## src/hdl/thd_pkg.sv

```systemverilog
// thd_pkg: shared types, widths, reset values and register codes of the
// two-material heat diffusion step block. No dependencies.
`default_nettype none

package thd_pkg;

  localparam int TEMP_W      = 24;
  localparam int COEF_W      = 16;
  localparam int DIFF_W      = TEMP_W + 2;
  localparam int PROD_W      = COEF_W + 1 + DIFF_W;
  localparam int FRAC_SHIFT  = 16;
  localparam int SH_W        = PROD_W - FRAC_SHIFT;
  localparam int ACC_W       = SH_W + 1;
  localparam int STEP_W      = 16;
  localparam int SHOWN_CELLS = 7;
  localparam int APB_DW      = 32;
  localparam int PADDR_W     = 5;

  localparam int NUM_CELLS_DEF      = 7;
  localparam int INTERFACE_CELL_DEF = 4;

  typedef logic signed [TEMP_W-1:0] temp_t;
  typedef logic        [COEF_W-1:0] coef_t;
  typedef logic        [STEP_W-1:0] step_t;

  localparam temp_t TEMP_MAX = 24'sh7FFFFF;
  localparam temp_t TEMP_MIN = -24'sh800000;
  localparam step_t STEP_MAX = '1;

  localparam coef_t C1_RST    = 16'd17554;
  localparam coef_t C2_RST    = 16'd36409;
  localparam temp_t LEFT_RST  = 24'sd1802240;
  localparam temp_t RIGHT_RST = 24'sd327680;
  localparam temp_t INIT_RST  = 24'sd327680;
  localparam temp_t ALARM_RST = 24'sd344064;

  // register index codes
  localparam logic [2:0] REG_C1    = 3'd0;
  localparam logic [2:0] REG_C2    = 3'd1;
  localparam logic [2:0] REG_LEFT  = 3'd2;
  localparam logic [2:0] REG_RIGHT = 3'd3;
  localparam logic [2:0] REG_INIT  = 3'd4;
  localparam logic [2:0] REG_ALARM = 3'd5;

  // one multiply-accumulate operation for the datapath
  typedef struct packed {
    logic                     valid;
    logic                     first;
    logic                     last;
    coef_t                    coef;
    logic signed [DIFF_W-1:0] diff;
    temp_t                    base;
  } op_t;

  typedef enum logic [1:0] {
    S_IDLE,
    S_RUN,
    S_DONE
  } state_e;

endpackage

`default_nettype wire

```

## src/hdl/two_material_heat_diffusion_step.sv

```systemverilog
// two_material_heat_diffusion_step: top level with config registers, cell
// sequencer, output register. Uses thd_pkg, thd_ram, thd_alu.
//
//   channel | direction | handshake                | payload
//   --------+-----------+--------------------------+---------------------------------
//   in      | input     | in_valid_i / in_ready_o  | restart_i
//   out     | output    | out_valid_o / out_ready_i| temp_cell0..6, step_count,
//           |           |                          | crossed, crossing_step
//   cfg     | input     | psel/penable/pwrite      | paddr, pwdata, prdata
//
// in a step beat the cell memory is read one cell per cycle through its
// single read port, pausing after the interface cell for its second op,
// then the multiply and accumulate pipeline drains. a restart beat goes
// straight to the done state. after reset every cell reads as the reset
// initial temperature through per-cell valid bits, no clearing pass.
// a new beat is taken in the cycle the previous result moves to the output
// register; a stalled output holds the next result in the engine.
`default_nettype none

module two_material_heat_diffusion_step #(
  parameter int          NUM_CELLS      = thd_pkg::NUM_CELLS_DEF,
  parameter int unsigned INTERFACE_CELL = thd_pkg::INTERFACE_CELL_DEF
) (
  input  wire logic                        clk_i,
  input  wire logic                        rst_ni,
  input  wire logic                        in_valid_i,
  output logic                             in_ready_o,
  input  wire logic                        restart_i,
  output logic                             out_valid_o,
  input  wire logic                        out_ready_i,
  output thd_pkg::temp_t                   temp_cell0_o,
  output thd_pkg::temp_t                   temp_cell1_o,
  output thd_pkg::temp_t                   temp_cell2_o,
  output thd_pkg::temp_t                   temp_cell3_o,
  output thd_pkg::temp_t                   temp_cell4_o,
  output thd_pkg::temp_t                   temp_cell5_o,
  output thd_pkg::temp_t                   temp_cell6_o,
  output thd_pkg::step_t                   step_count_o,
  output logic                             crossed_o,
  output thd_pkg::step_t                   crossing_step_o,
  input  wire logic                        psel,
  input  wire logic                        penable,
  input  wire logic                        pwrite,
  input  wire logic [thd_pkg::PADDR_W-1:0] paddr,
  input  wire logic [thd_pkg::APB_DW-1:0]  pwdata,
  output logic      [thd_pkg::APB_DW-1:0]  prdata,
  output logic                             pready
);

  import thd_pkg::*;

  localparam int ADDR_W = $clog2(NUM_CELLS);
  localparam int CNT_W  = $clog2(NUM_CELLS + 1);
  localparam logic [ADDR_W-1:0] LAST_IDX = ADDR_W'(NUM_CELLS - 1);
  localparam logic [CNT_W-1:0]  RD_END   = CNT_W'(NUM_CELLS);

  // ---------------- configuration registers ----------------
  coef_t      c1_q, c2_q;
  temp_t      left_q, right_q, init_q, alarm_lvl_q;
  logic [2:0] reg_idx;
  logic       cfg_wr;

  assign reg_idx = paddr[PADDR_W-1:2];
  assign cfg_wr  = psel && penable && pwrite;
  assign pready  = 1'b1;

  always_ff @(posedge clk_i or negedge rst_ni) begin
    if (!rst_ni) begin
      c1_q        <= C1_RST;
      c2_q        <= C2_RST;
      left_q      <= LEFT_RST;
      right_q     <= RIGHT_RST;
      init_q      <= INIT_RST;
      alarm_lvl_q <= ALARM_RST;
    end else if (cfg_wr) begin
      unique case (reg_idx)
        REG_C1:    c1_q        <= pwdata[COEF_W-1:0];
        REG_C2:    c2_q        <= pwdata[COEF_W-1:0];
        REG_LEFT:  left_q      <= pwdata[TEMP_W-1:0];
        REG_RIGHT: right_q     <= pwdata[TEMP_W-1:0];
        REG_INIT:  init_q      <= pwdata[TEMP_W-1:0];
        REG_ALARM: alarm_lvl_q <= pwdata[TEMP_W-1:0];
        default: ;
      endcase
    end
  end

  always_comb begin
    unique case (reg_idx)
      REG_C1:    prdata = {{(APB_DW-COEF_W){1'b0}}, c1_q};
      REG_C2:    prdata = {{(APB_DW-COEF_W){1'b0}}, c2_q};
      REG_LEFT:  prdata = {{(APB_DW-TEMP_W){1'b0}}, left_q};
      REG_RIGHT: prdata = {{(APB_DW-TEMP_W){1'b0}}, right_q};
      REG_INIT:  prdata = {{(APB_DW-TEMP_W){1'b0}}, init_q};
      REG_ALARM: prdata = {{(APB_DW-TEMP_W){1'b0}}, alarm_lvl_q};
      default:   prdata = '0;
    endcase
  end

  // ---------------- control ----------------
  state_e state_q, state_d;
  logic   in_ready, commit, accept, start_step, do_restart;
  logic   ovld_q, last_wr;

  always_comb begin
    state_d = state_q;
    unique case (state_q)
      S_IDLE: begin
        if (accept) state_d = restart_i ? S_DONE : S_RUN;
      end
      S_RUN: begin
        if (last_wr) state_d = S_DONE;
      end
      S_DONE: begin
        if (accept) state_d = restart_i ? S_DONE : S_RUN;
        else if (commit) state_d = S_IDLE;
      end
      default: state_d = S_IDLE;
    endcase
  end

  always_comb begin
    commit     = (state_q == S_DONE) && (!ovld_q || out_ready_i);
    in_ready   = (state_q == S_IDLE) || commit;
    accept     = in_valid_i && in_ready;
    start_step = accept && !restart_i;
    do_restart = accept && restart_i;
  end

  assign in_ready_o = in_ready;

  // ---------------- cell fetch and window ----------------
  logic [CNT_W-1:0]     rd_cnt_q;
  logic [ADDR_W-1:0]    rd_addr, ridx_q, wr_cnt_q, ev_idx;
  logic                 rd_issue, rvld_q, vsel_q, hold;
  logic [NUM_CELLS-1:0] vld_q;
  temp_t                fill_q, rdata, rval, lft_q, mid_q, ev_r;
  logic                 arr_ev, tail_ev, ev_valid, tail_q, pb_q, is_lo, is_if;
  logic signed [DIFF_W-1:0] el, et, er, dl, dr, d2, pb_diff_q;
  temp_t                pb_t_q;
  op_t                  op;
  logic                 wr_valid;
  temp_t                wr_data;
  step_t                steps_q, astep_q;
  logic                 alarm_q;

  assign rd_addr  = rd_cnt_q[ADDR_W-1:0];
  assign rd_issue = (state_q == S_RUN) && (rd_cnt_q < RD_END) && !hold;
  // never-written cells read as the fill value
  assign rval     = vsel_q ? rdata : fill_q;

  always_comb begin
    arr_ev   = rvld_q && (ridx_q != '0);
    tail_ev  = tail_q && !pb_q;
    ev_valid = arr_ev || tail_ev;
    ev_idx   = tail_ev ? LAST_IDX : ridx_q - ADDR_W'(1);
    ev_r     = tail_ev ? right_q : rval;
    is_lo    = 32'(ev_idx) < INTERFACE_CELL;
    is_if    = 32'(ev_idx) == INTERFACE_CELL;
    // second half of the interface cell needs the next slot free
    hold     = arr_ev && is_if;
    el       = DIFF_W'(lft_q);
    et       = DIFF_W'(mid_q);
    er       = DIFF_W'(ev_r);
    dl       = el - et;
    dr       = er - et;
    d2       = el + er - (et <<< 1);
  end

  always_comb begin
    op = '0;
    if (pb_q) begin
      op.valid = 1'b1;
      op.first = 1'b0;
      op.last  = 1'b1;
      op.coef  = c2_q;
      op.diff  = pb_diff_q;
      op.base  = pb_t_q;
    end else if (ev_valid) begin
      op.valid = 1'b1;
      op.first = 1'b1;
      op.base  = mid_q;
      if (is_lo) begin
        op.last = 1'b1;
        op.coef = c1_q;
        op.diff = d2;
      end else if (is_if) begin
        op.last = 1'b0;
        op.coef = c1_q;
        op.diff = dl;
      end else begin
        op.last = 1'b1;
        op.coef = c2_q;
        op.diff = d2;
      end
    end
  end

  assign last_wr = wr_valid && (wr_cnt_q == LAST_IDX);

  always_ff @(posedge clk_i or negedge rst_ni) begin
    if (!rst_ni) begin
      state_q  <= S_IDLE;
      rd_cnt_q <= '0;
      wr_cnt_q <= '0;
      rvld_q   <= 1'b0;
      tail_q   <= 1'b0;
      pb_q     <= 1'b0;
      vld_q    <= '0;
      fill_q   <= INIT_RST;
      steps_q  <= '0;
      alarm_q  <= 1'b0;
      astep_q  <= '0;
      ovld_q   <= 1'b0;
    end else begin
      state_q <= state_d;
      rvld_q  <= rd_issue;
      pb_q    <= ev_valid && is_if;

      if (start_step) begin
        rd_cnt_q <= '0;
        wr_cnt_q <= '0;
        steps_q  <= (steps_q == STEP_MAX) ? steps_q : steps_q + step_t'(1);
      end else begin
        if (rd_issue) rd_cnt_q <= rd_cnt_q + CNT_W'(1);
        if (wr_valid) wr_cnt_q <= wr_cnt_q + ADDR_W'(1);
      end

      if (arr_ev && (ridx_q == LAST_IDX)) tail_q <= 1'b1;
      else if (tail_ev) tail_q <= 1'b0;

      if (do_restart) begin
        vld_q   <= '0;
        fill_q  <= init_q;
        steps_q <= '0;
        alarm_q <= 1'b0;
        astep_q <= '0;
      end else begin
        if (wr_valid) vld_q[wr_cnt_q] <= 1'b1;
        // old rightmost cell, checked before its update
        if (rvld_q && (ridx_q == LAST_IDX) && !alarm_q && (rval > alarm_lvl_q)) begin
          alarm_q <= 1'b1;
          astep_q <= steps_q;
        end
      end

      if (commit) ovld_q <= 1'b1;
      else if (out_ready_i) ovld_q <= 1'b0;
    end
  end

  always_ff @(posedge clk_i) begin
    ridx_q <= rd_addr;
    vsel_q <= vld_q[rd_addr];
    if (rvld_q) begin
      lft_q <= (ridx_q == '0) ? left_q : mid_q;
      mid_q <= rval;
    end
    if (ev_valid && is_if) begin
      pb_diff_q <= dr;
      pb_t_q    <= mid_q;
    end
  end

  thd_ram #(
    .WIDTH (TEMP_W),
    .DEPTH (NUM_CELLS)
  ) u_ram (
    .clk_i   (clk_i),
    .we_i    (wr_valid),
    .waddr_i (wr_cnt_q),
    .wdata_i (wr_data),
    .re_i    (rd_issue),
    .raddr_i (rd_addr),
    .rdata_o (rdata)
  );

  thd_alu u_alu (
    .clk_i      (clk_i),
    .rst_ni     (rst_ni),
    .op_i       (op),
    .wr_valid_o (wr_valid),
    .wr_data_o  (wr_data)
  );

  // ---------------- shown cells and output register ----------------
  temp_t shown [SHOWN_CELLS];
  temp_t ocell_q [SHOWN_CELLS];
  step_t ostep_q, ocstep_q;
  logic  ocross_q;

  for (genvar k = 0; k < SHOWN_CELLS; k++) begin : g_show
    if (k < NUM_CELLS) begin : g_cell
      temp_t cell_q;
      always_ff @(posedge clk_i) begin
        if (do_restart) begin
          cell_q <= init_q;
        end else if (wr_valid && (wr_cnt_q == ADDR_W'(k))) begin
          cell_q <= wr_data;
        end
      end
      assign shown[k] = cell_q;
    end else begin : g_none
      assign shown[k] = '0;
    end
  end

  always_ff @(posedge clk_i) begin
    if (commit) begin
      ocell_q  <= shown;
      ostep_q  <= steps_q;
      ocross_q <= alarm_q;
      ocstep_q <= astep_q;
    end
  end

  assign out_valid_o     = ovld_q;
  assign temp_cell0_o    = ocell_q[0];
  assign temp_cell1_o    = ocell_q[1];
  assign temp_cell2_o    = ocell_q[2];
  assign temp_cell3_o    = ocell_q[3];
  assign temp_cell4_o    = ocell_q[4];
  assign temp_cell5_o    = ocell_q[5];
  assign temp_cell6_o    = ocell_q[6];
  assign step_count_o    = ostep_q;
  assign crossed_o       = ocross_q;
  assign crossing_step_o = ocstep_q;

endmodule

`default_nettype wire

```

## src/hdl/thd_ram.sv

```systemverilog
// thd_ram: generic single-write, single-read synchronous RAM with a
// registered read port. No dependencies.
`default_nettype none

module thd_ram #(
  parameter int WIDTH = 24,
  parameter int DEPTH = 7
) (
  input  wire logic                     clk_i,
  input  wire logic                     we_i,
  input  wire logic [$clog2(DEPTH)-1:0] waddr_i,
  input  wire logic [WIDTH-1:0]         wdata_i,
  input  wire logic                     re_i,
  input  wire logic [$clog2(DEPTH)-1:0] raddr_i,
  output logic      [WIDTH-1:0]         rdata_o
);

  logic [WIDTH-1:0] mem_q [DEPTH];
  logic [WIDTH-1:0] rdata_q;

  always_ff @(posedge clk_i) begin
    if (we_i) begin
      mem_q[waddr_i] <= wdata_i;
    end
    if (re_i) begin
      rdata_q <= mem_q[raddr_i];
    end
  end

  assign rdata_o = rdata_q;

endmodule

`default_nettype wire

```

## src/hdl/thd_alu.sv

```systemverilog
// thd_alu: pipelined multiply-accumulate for one cell update: coefficient
// times difference, arithmetic shift, accumulate, saturate. Uses thd_pkg.
`default_nettype none

module thd_alu (
  input  wire logic         clk_i,
  input  wire logic         rst_ni,
  input  wire thd_pkg::op_t op_i,
  output logic              wr_valid_o,
  output thd_pkg::temp_t    wr_data_o
);

  import thd_pkg::*;

  op_t                      op_q;
  logic signed [PROD_W-1:0] prod_d, prod_q;
  logic                     v2_q, f2_q, l2_q;
  temp_t                    base2_q;
  logic signed [SH_W-1:0]   shifted;
  logic signed [ACC_W-1:0]  sum, acc_q;

  // stage 1: multiply
  assign prod_d = $signed({1'b0, op_q.coef}) * $signed(op_q.diff);

  always_ff @(posedge clk_i or negedge rst_ni) begin
    if (!rst_ni) begin
      op_q <= '0;
      v2_q <= 1'b0;
    end else begin
      op_q <= op_i;
      v2_q <= op_q.valid;
    end
  end

  always_ff @(posedge clk_i) begin
    prod_q     <= prod_d;
    f2_q       <= op_q.first;
    l2_q       <= op_q.last;
    base2_q    <= op_q.base;
    if (v2_q) begin
      acc_q <= sum;
    end
  end

  // stage 2: floor shift and accumulate; the interface cell takes two ops
  always_comb begin
    shifted = $signed(prod_q[PROD_W-1:FRAC_SHIFT]);
    sum     = (f2_q ? ACC_W'(base2_q) : acc_q) + ACC_W'(shifted);
  end

  always_comb begin
    if (sum > ACC_W'(TEMP_MAX)) begin
      wr_data_o = TEMP_MAX;
    end else if (sum < ACC_W'(TEMP_MIN)) begin
      wr_data_o = TEMP_MIN;
    end else begin
      wr_data_o = sum[TEMP_W-1:0];
    end
  end

  assign wr_valid_o = v2_q && l2_q;

endmodule

`default_nettype wire

```

## config.mk

```make
export PLATFORM = sky130hd
export DESIGN_NAME = two_material_heat_diffusion_step
export DESIGN_NICKNAME = d
export VERILOG_FILES = /design/src/hdl/thd_pkg.sv /design/src/hdl/two_material_heat_diffusion_step.sv /design/src/hdl/thd_ram.sv /design/src/hdl/thd_alu.sv
export SDC_FILE = /design/constraint.sdc
export NUM_CORES = 2
export LEC_CHECK = 0
export BUFFER_PORTS_ARGS = -buffer_cell sky130_fd_sc_hd__clkbuf_2
export CAP_MARGIN = 5
export CELL_PAD_IN_SITES_DETAIL_PLACEMENT = 0
export CELL_PAD_IN_SITES_GLOBAL_PLACEMENT = 1
export CORE_ASPECT_RATIO = 0.8
export CORE_MARGIN = 5
export CORE_UTILIZATION = 25
export DETAILED_ROUTE_END_ITERATION = 8
export PLACE_DENSITY_LB_ADDON = 0.15
export SYNTH_ARGS = -nofsm -noshare
export SYNTH_HDL_FRONTEND = slang
export SYNTH_SLANG_ARGS = --single-unit
```

## constraint.sdc

```tcl
create_clock -name clk_i -period 16.1 [get_ports clk_i]
set_input_delay 3.22 -clock clk_i [delete_from_list [all_inputs] [get_ports clk_i]]
set_output_delay 3.22 -clock clk_i [all_outputs]
set_load 0.1 [all_outputs]
```

==> report_table.html <==
<table>
<tr><th>Metric</th><th>Value</th></tr>
<tr><th colspan="2">Outcome</th></tr>
<tr><td>Status</td><td>complete, no violations</td></tr>
<tr><th colspan="2">Synth</th></tr>
<tr><td>Number of enable-type register cells in the synthesized netlist</td><td>686</td></tr>
<tr><td>Main synth FF type</td><td>edfxtp_1</td></tr>
<tr><td>Cells taking the most area after synthesis</td><td>edfxtp_1, fa_1, dfrtp_1</td></tr>
<tr><td>Synth Cell Area</td><td>0.0571 mm^2</td></tr>
<tr><td>Post-synthesis cell type with the largest combined area</td><td>edfxtp_1</td></tr>
<tr><td>Ys async rst share</td><td>0.269</td></tr>
<tr><td>Post-synth top area share</td><td>0.361</td></tr>
<tr><td>Average instance area after synthesis</td><td>12.2 um^2</td></tr>
<tr><td>Register bit total from synthesis</td><td>1017</td></tr>
<tr><td>Number of different library cells in the post-synthesis netlist</td><td>88</td></tr>
<tr><td>Sequential share of the synthesized area</td><td>0.502</td></tr>
<tr><td>Yosys warns</td><td>0</td></tr>
<tr><td>Gate Count Post-Synth</td><td>4685</td></tr>
<tr><th colspan="2">Worst hold path</th></tr>
<tr><td>Hold path depth</td><td>0</td></tr>
<tr><td>Hold Path Sink</td><td>u_alu.l2_q</td></tr>
<tr><td>Beginning of the worst hold path</td><td>u_alu.op_q[66]</td></tr>
<tr><td>Hold WC Path Type</td><td>flop to flop</td></tr>
<tr><th colspan="2">Power</th></tr>
<tr><td>Total Power</td><td>15.5 mW</td></tr>
<tr><td>Switching Share</td><td>0.461</td></tr>
<tr><td>Sw Pwr</td><td>7.16 mW</td></tr>
<tr><td>Part of the power in registers</td><td>0.307</td></tr>
<tr><td>Logic gate share of total power</td><td>0.538</td></tr>
<tr><td>Worst voltage drop across the vdd grid</td><td>0.178 mV</td></tr>
<tr><td>Clk pwr share</td><td>0.155</td></tr>
<tr><td>Total power density per cell area</td><td>237 mW/mm^2</td></tr>
<tr><td>Leakage component of the power</td><td>27.8 nW</td></tr>
<tr><td>Internal power</td><td>8.39 mW</td></tr>
<tr><th colspan="2">STA</th></tr>
<tr><td>Final-report max-slew violation count</td><td>0</td></tr>
<tr><td>Worst clock skew</td><td>0.0474 ns</td></tr>
<tr><td>Number of hold-slack violations in the final timing report</td><td>0</td></tr>
<tr><td>Time the worst path needs with I/O delays and setup</td><td>8.71 ns</td></tr>
<tr><td>Setup TNS</td><td>0 ns</td></tr>
<tr><td>Max Freq</td><td>115 MHz</td></tr>
<tr><td>Final number of setup-violating endpoints</td><td>0</td></tr>
<tr><td>Worst Max-Slew Pin Slew</td><td>1.24 ns</td></tr>
<tr><td>Period Utilization, post-route</td><td>0.541</td></tr>
<tr><td>Relative slew slack</td><td>0.169</td></tr>
<tr><td>Tightest hold margin</td><td>0.341 ns</td></tr>
<tr><td>RSZ-0062 raised after global routing</td><td>false</td></tr>
<tr><th colspan="2">Worst setup path</th></tr>
<tr><td>Worst Path Required</td><td>12.88 ns</td></tr>
<tr><td>Worst R2R Start</td><td>u_alu.op_q[55]</td></tr>
<tr><td>R2r setup slk</td><td>8.19 ns</td></tr>
<tr><td>R2r worst-path depth</td><td>20</td></tr>
<tr><td>Worst path arrival time</td><td>5.49 ns</td></tr>
<tr><td>Worst setup path class</td><td>primary input to output pin</td></tr>
<tr><td>Type of origin of the critical path</td><td>primary input</td></tr>
<tr><td>Type of element capturing the critical path</td><td>output pin</td></tr>
<tr><td>Worst-path fanout max</td><td>18</td></tr>
<tr><td>Most frequent CP cell</td><td>clkbuf_2</td></tr>
<tr><td>Worst Setup SP</td><td>paddr[3]</td></tr>
<tr><td>Slowest stage cell, crit path</td><td>nor3b_2</td></tr>
<tr><td>Critical register-to-register path endpoint</td><td>u_alu.prod_q[28]</td></tr>
<tr><td>Sequence of cells on the critical path</td><td>clkbuf_2 -&gt; nor3b_2 -&gt; buf_4 -&gt; a22oi_1 -&gt; nand3_1 -&gt; clkbuf_2</td></tr>
<tr><td>Worst path max stage delay</td><td>0.56 ns</td></tr>
<tr><th colspan="2">Placed design</th></tr>
<tr><td>Number of buffers inserted by port buffering</td><td>261</td></tr>
<tr><td>Instance area at placement</td><td>0.0622 mm^2</td></tr>
<tr><td>Placer Congestion</td><td>0.799</td></tr>
<tr><td>Detailed-placement wirelength estimate</td><td>136000 um</td></tr>
<tr><th colspan="2">Clock network</th></tr>
<tr><td>Post-cts gate resize count</td><td>0</td></tr>
<tr><td>Insertion delay of the later-clocked pin in the worst-skew pair</td><td>0.71 ns</td></tr>
<tr><td>Clock tree from TritonCTS</td><td>built</td></tr>
<tr><td>Post-CTS Setup Inserts</td><td>0</td></tr>
<tr><td>Clock buffer count from CTS</td><td>102</td></tr>
<tr><td># clock sinks</td><td>1017</td></tr>
<tr><td>H-tree depth</td><td>3</td></tr>
<tr><td>Hold bufs inserted after CTS</td><td>0</td></tr>
<tr><td>Clock transition at the register clock pins on the worst setup and hold paths after CTS</td><td>0.06 ns</td></tr>
<tr><td>Clock Root Buffer</td><td>clkbuf_16</td></tr>
<tr><td>Number of buffers between clock root and the deepest sink</td><td>3</td></tr>
<tr><th colspan="2">Floorplanning</th></tr>
<tr><td>Area enclosed by the die boundary</td><td>0.238 mm^2</td></tr>
<tr><td>Die Y</td><td>437 um</td></tr>
<tr><td>Total number of placement rows</td><td>156</td></tr>
<tr><td>Top Ports</td><td>281</td></tr>
<tr><td>Floorplan core area</td><td>0.226 mm^2</td></tr>
<tr><td>Horizontal die dimension</td><td>544 um</td></tr>
<tr><td>Starting Density</td><td>0.252</td></tr>
<tr><th colspan="2">Job</th></tr>
<tr><td>Max-cap violations</td><td>0</td></tr>
<tr><th colspan="2">Route</th></tr>
<tr><td>Residual DRC</td><td>0</td></tr>
<tr><td>Routed wirelength normalized by instance count</td><td>22.5 um</td></tr>
<tr><td>DRT iter0 DRCs</td><td>2322</td></tr>
<tr><td>Vias per std cell</td><td>4.40</td></tr>
<tr><td>Antenna-violating nets left</td><td>0</td></tr>
<tr><td>Drt first pass iters</td><td>5</td></tr>
<tr><td>Final WL</td><td>182000 um</td></tr>
<tr><td>Via Count</td><td>35500</td></tr>
<tr><th colspan="2">Layout</th></tr>
<tr><td>Fillcell total</td><td>23400</td></tr>
<tr><td>Non-Filler Cell Area, Final</td><td>0.0656 mm^2</td></tr>
<tr><td>Share of final-layout standard cells stronger than drive strength 1</td><td>0.160</td></tr>
<tr><td>Net total in the final layout</td><td>5678</td></tr>
<tr><td>Area growth syn-to-layout</td><td>14.9%</td></tr>
<tr><th colspan="2">Global routing</th></tr>
<tr><td>Maximum number of pins on one net before global-route repair</td><td>67</td></tr>
<tr><td>Initial antenna violation count</td><td>19</td></tr>
<tr><td>Remaining global-route overflow</td><td>0</td></tr>
<tr><td>Total Routing Usage GR</td><td>0.152</td></tr>
<tr><td>Number of global-route vias before repair</td><td>37100</td></tr>
<tr><td>First-pass GRT wire length</td><td>268000 um</td></tr>
</table>
==> critical path: cells and delay by family <==
| kind | cells | cell delay (ns) |
|---|---|---|
| simple gates | 2 | 0.91 |
| buf+inv | 3 | 1.17 |
| compound gates | 1 | 0.15 |
==> power by group through the flow <==
| stage | sequential [mW] | combinational, mW | clock (mW) |
|---|---|---|---|
| floorplan | 4.82 | 5.43 | 0 |
| global placement | 4.84 | 8.47 | 0 |
| detailed placement | 4.84 | 8.48 | 0 |
| CTS | 4.79 | 8.53 | 2.49 |
| global route | 4.85 | 9.31 | 2.60 |
| finish | 4.78 | 8.37 | 2.40 |
==> stage by stage <==
stage,std cells,setup WS [ns],util
after detailed placement,7864,7.38,0.275
after floorplan,4692,3.69,-
final,8066,7.39,0.290
after global placement,7864,7.38,0.275
after CTS,8055,7.38,0.290
after global routing,8055,7.27,0.290
==> Yosys cell counts, drive strengths merged (25+ instances only) <==
cell	number
xnor2	78
nor2	143
xor2	49
a21o	56
nand2	546
a21oi	120
dfrtp	247
o21ai	229
nand3	70
inv	690
a22oi	72
edfxtp	686
mux2	174
dfxtp	57
and2	182
mux4	25
o21a	28
clkbuf	153
dfstp	27
nor3	31
mux2i	28
ha	237
nand2b	45
fa	430
o31ai	33
==> registers in the layout, summed over array words and instances, names as in the netlist, 25 cells and up <==
signal	count
g_show.g_cell.cell_q	168
pb_diff_q	25
u_alu.prod_q	27
u_alu.acc_q	28
u_ram.mem_q	168
u_alu.op_q	69
==> cell usage in the layout (no fill, tap or decap), types with 21 or more instances in the layout <==
cell type,netlist,routed
inv_1,690,690
edfxtp_1,686,686
nand2_1,546,546
fa_1,430,430
clkbuf_2,1,260
dfrtp_1,247,241
ha_1,237,237
o21ai_0,190,190
and2_1,178,178
mux2_2,174,174
nor2_1,142,134
a21oi_1,120,120
clkbuf_16,0,104
buf_4,10,86
xnor2_1,78,77
a22oi_1,72,72
nand3_1,70,70
dfxtp_1,57,57
a21o_1,54,54
xor2_1,49,49
nand2b_1,45,44
o31ai_1,32,32
o21a_1,28,28
mux2i_1,28,28
dfstp_2,27,27
nor3_1,30,26
clkbuf_1,152,26
mux4_2,25,25
a211oi_1,22,21
==> logic make-up after synthesis <==
logic type / share of synthesized area
fa+ha+maj: 0.203
buf+inv: 0.0587
simple gates: 0.0907
other cells: 0.000132
compound gates: 0.0771
mux: 0.0491
xor+xnor: 0.0195
flops: 0.502
==> per-layer routing <==
metal / GRT usage / wire length [um]
met2: 0.225 / 77200
met3: 0.0215 / 7700
met4: 0.0218 / 2320
met1: 0.238 / 94500
met5: 0 / 21
==> final cells by class <==
type                            instances  area, um^2  share of cell area
Timing Repair Buffer                  347        1960              0.0299
Tap cell                             3002        3760              0.0573
Multi-Input combinational cell       2808       25300               0.385
Clock inverter                         50         494             0.00754
Antenna cell                           11        27.5            0.000420
Inverter                              690        2590              0.0395
Sequential cell                      1017       28600               0.437
Clock buffer                          141        2850              0.0435
==> worst max path at each step <==
stage | cells past startpoint | to | slack (ns)
after global placement | 6 | prdata[10] | 7.38
after floorplan | 2 | crossed_o | 3.69
after CTS | 6 | prdata[10] | 7.38
after global routing | 6 | prdata[9] | 7.27
final | 6 | prdata[10] | 7.39
after detailed placement | 6 | prdata[10] | 7.38
No activity file was read; power rests on OpenSTA's default activity.
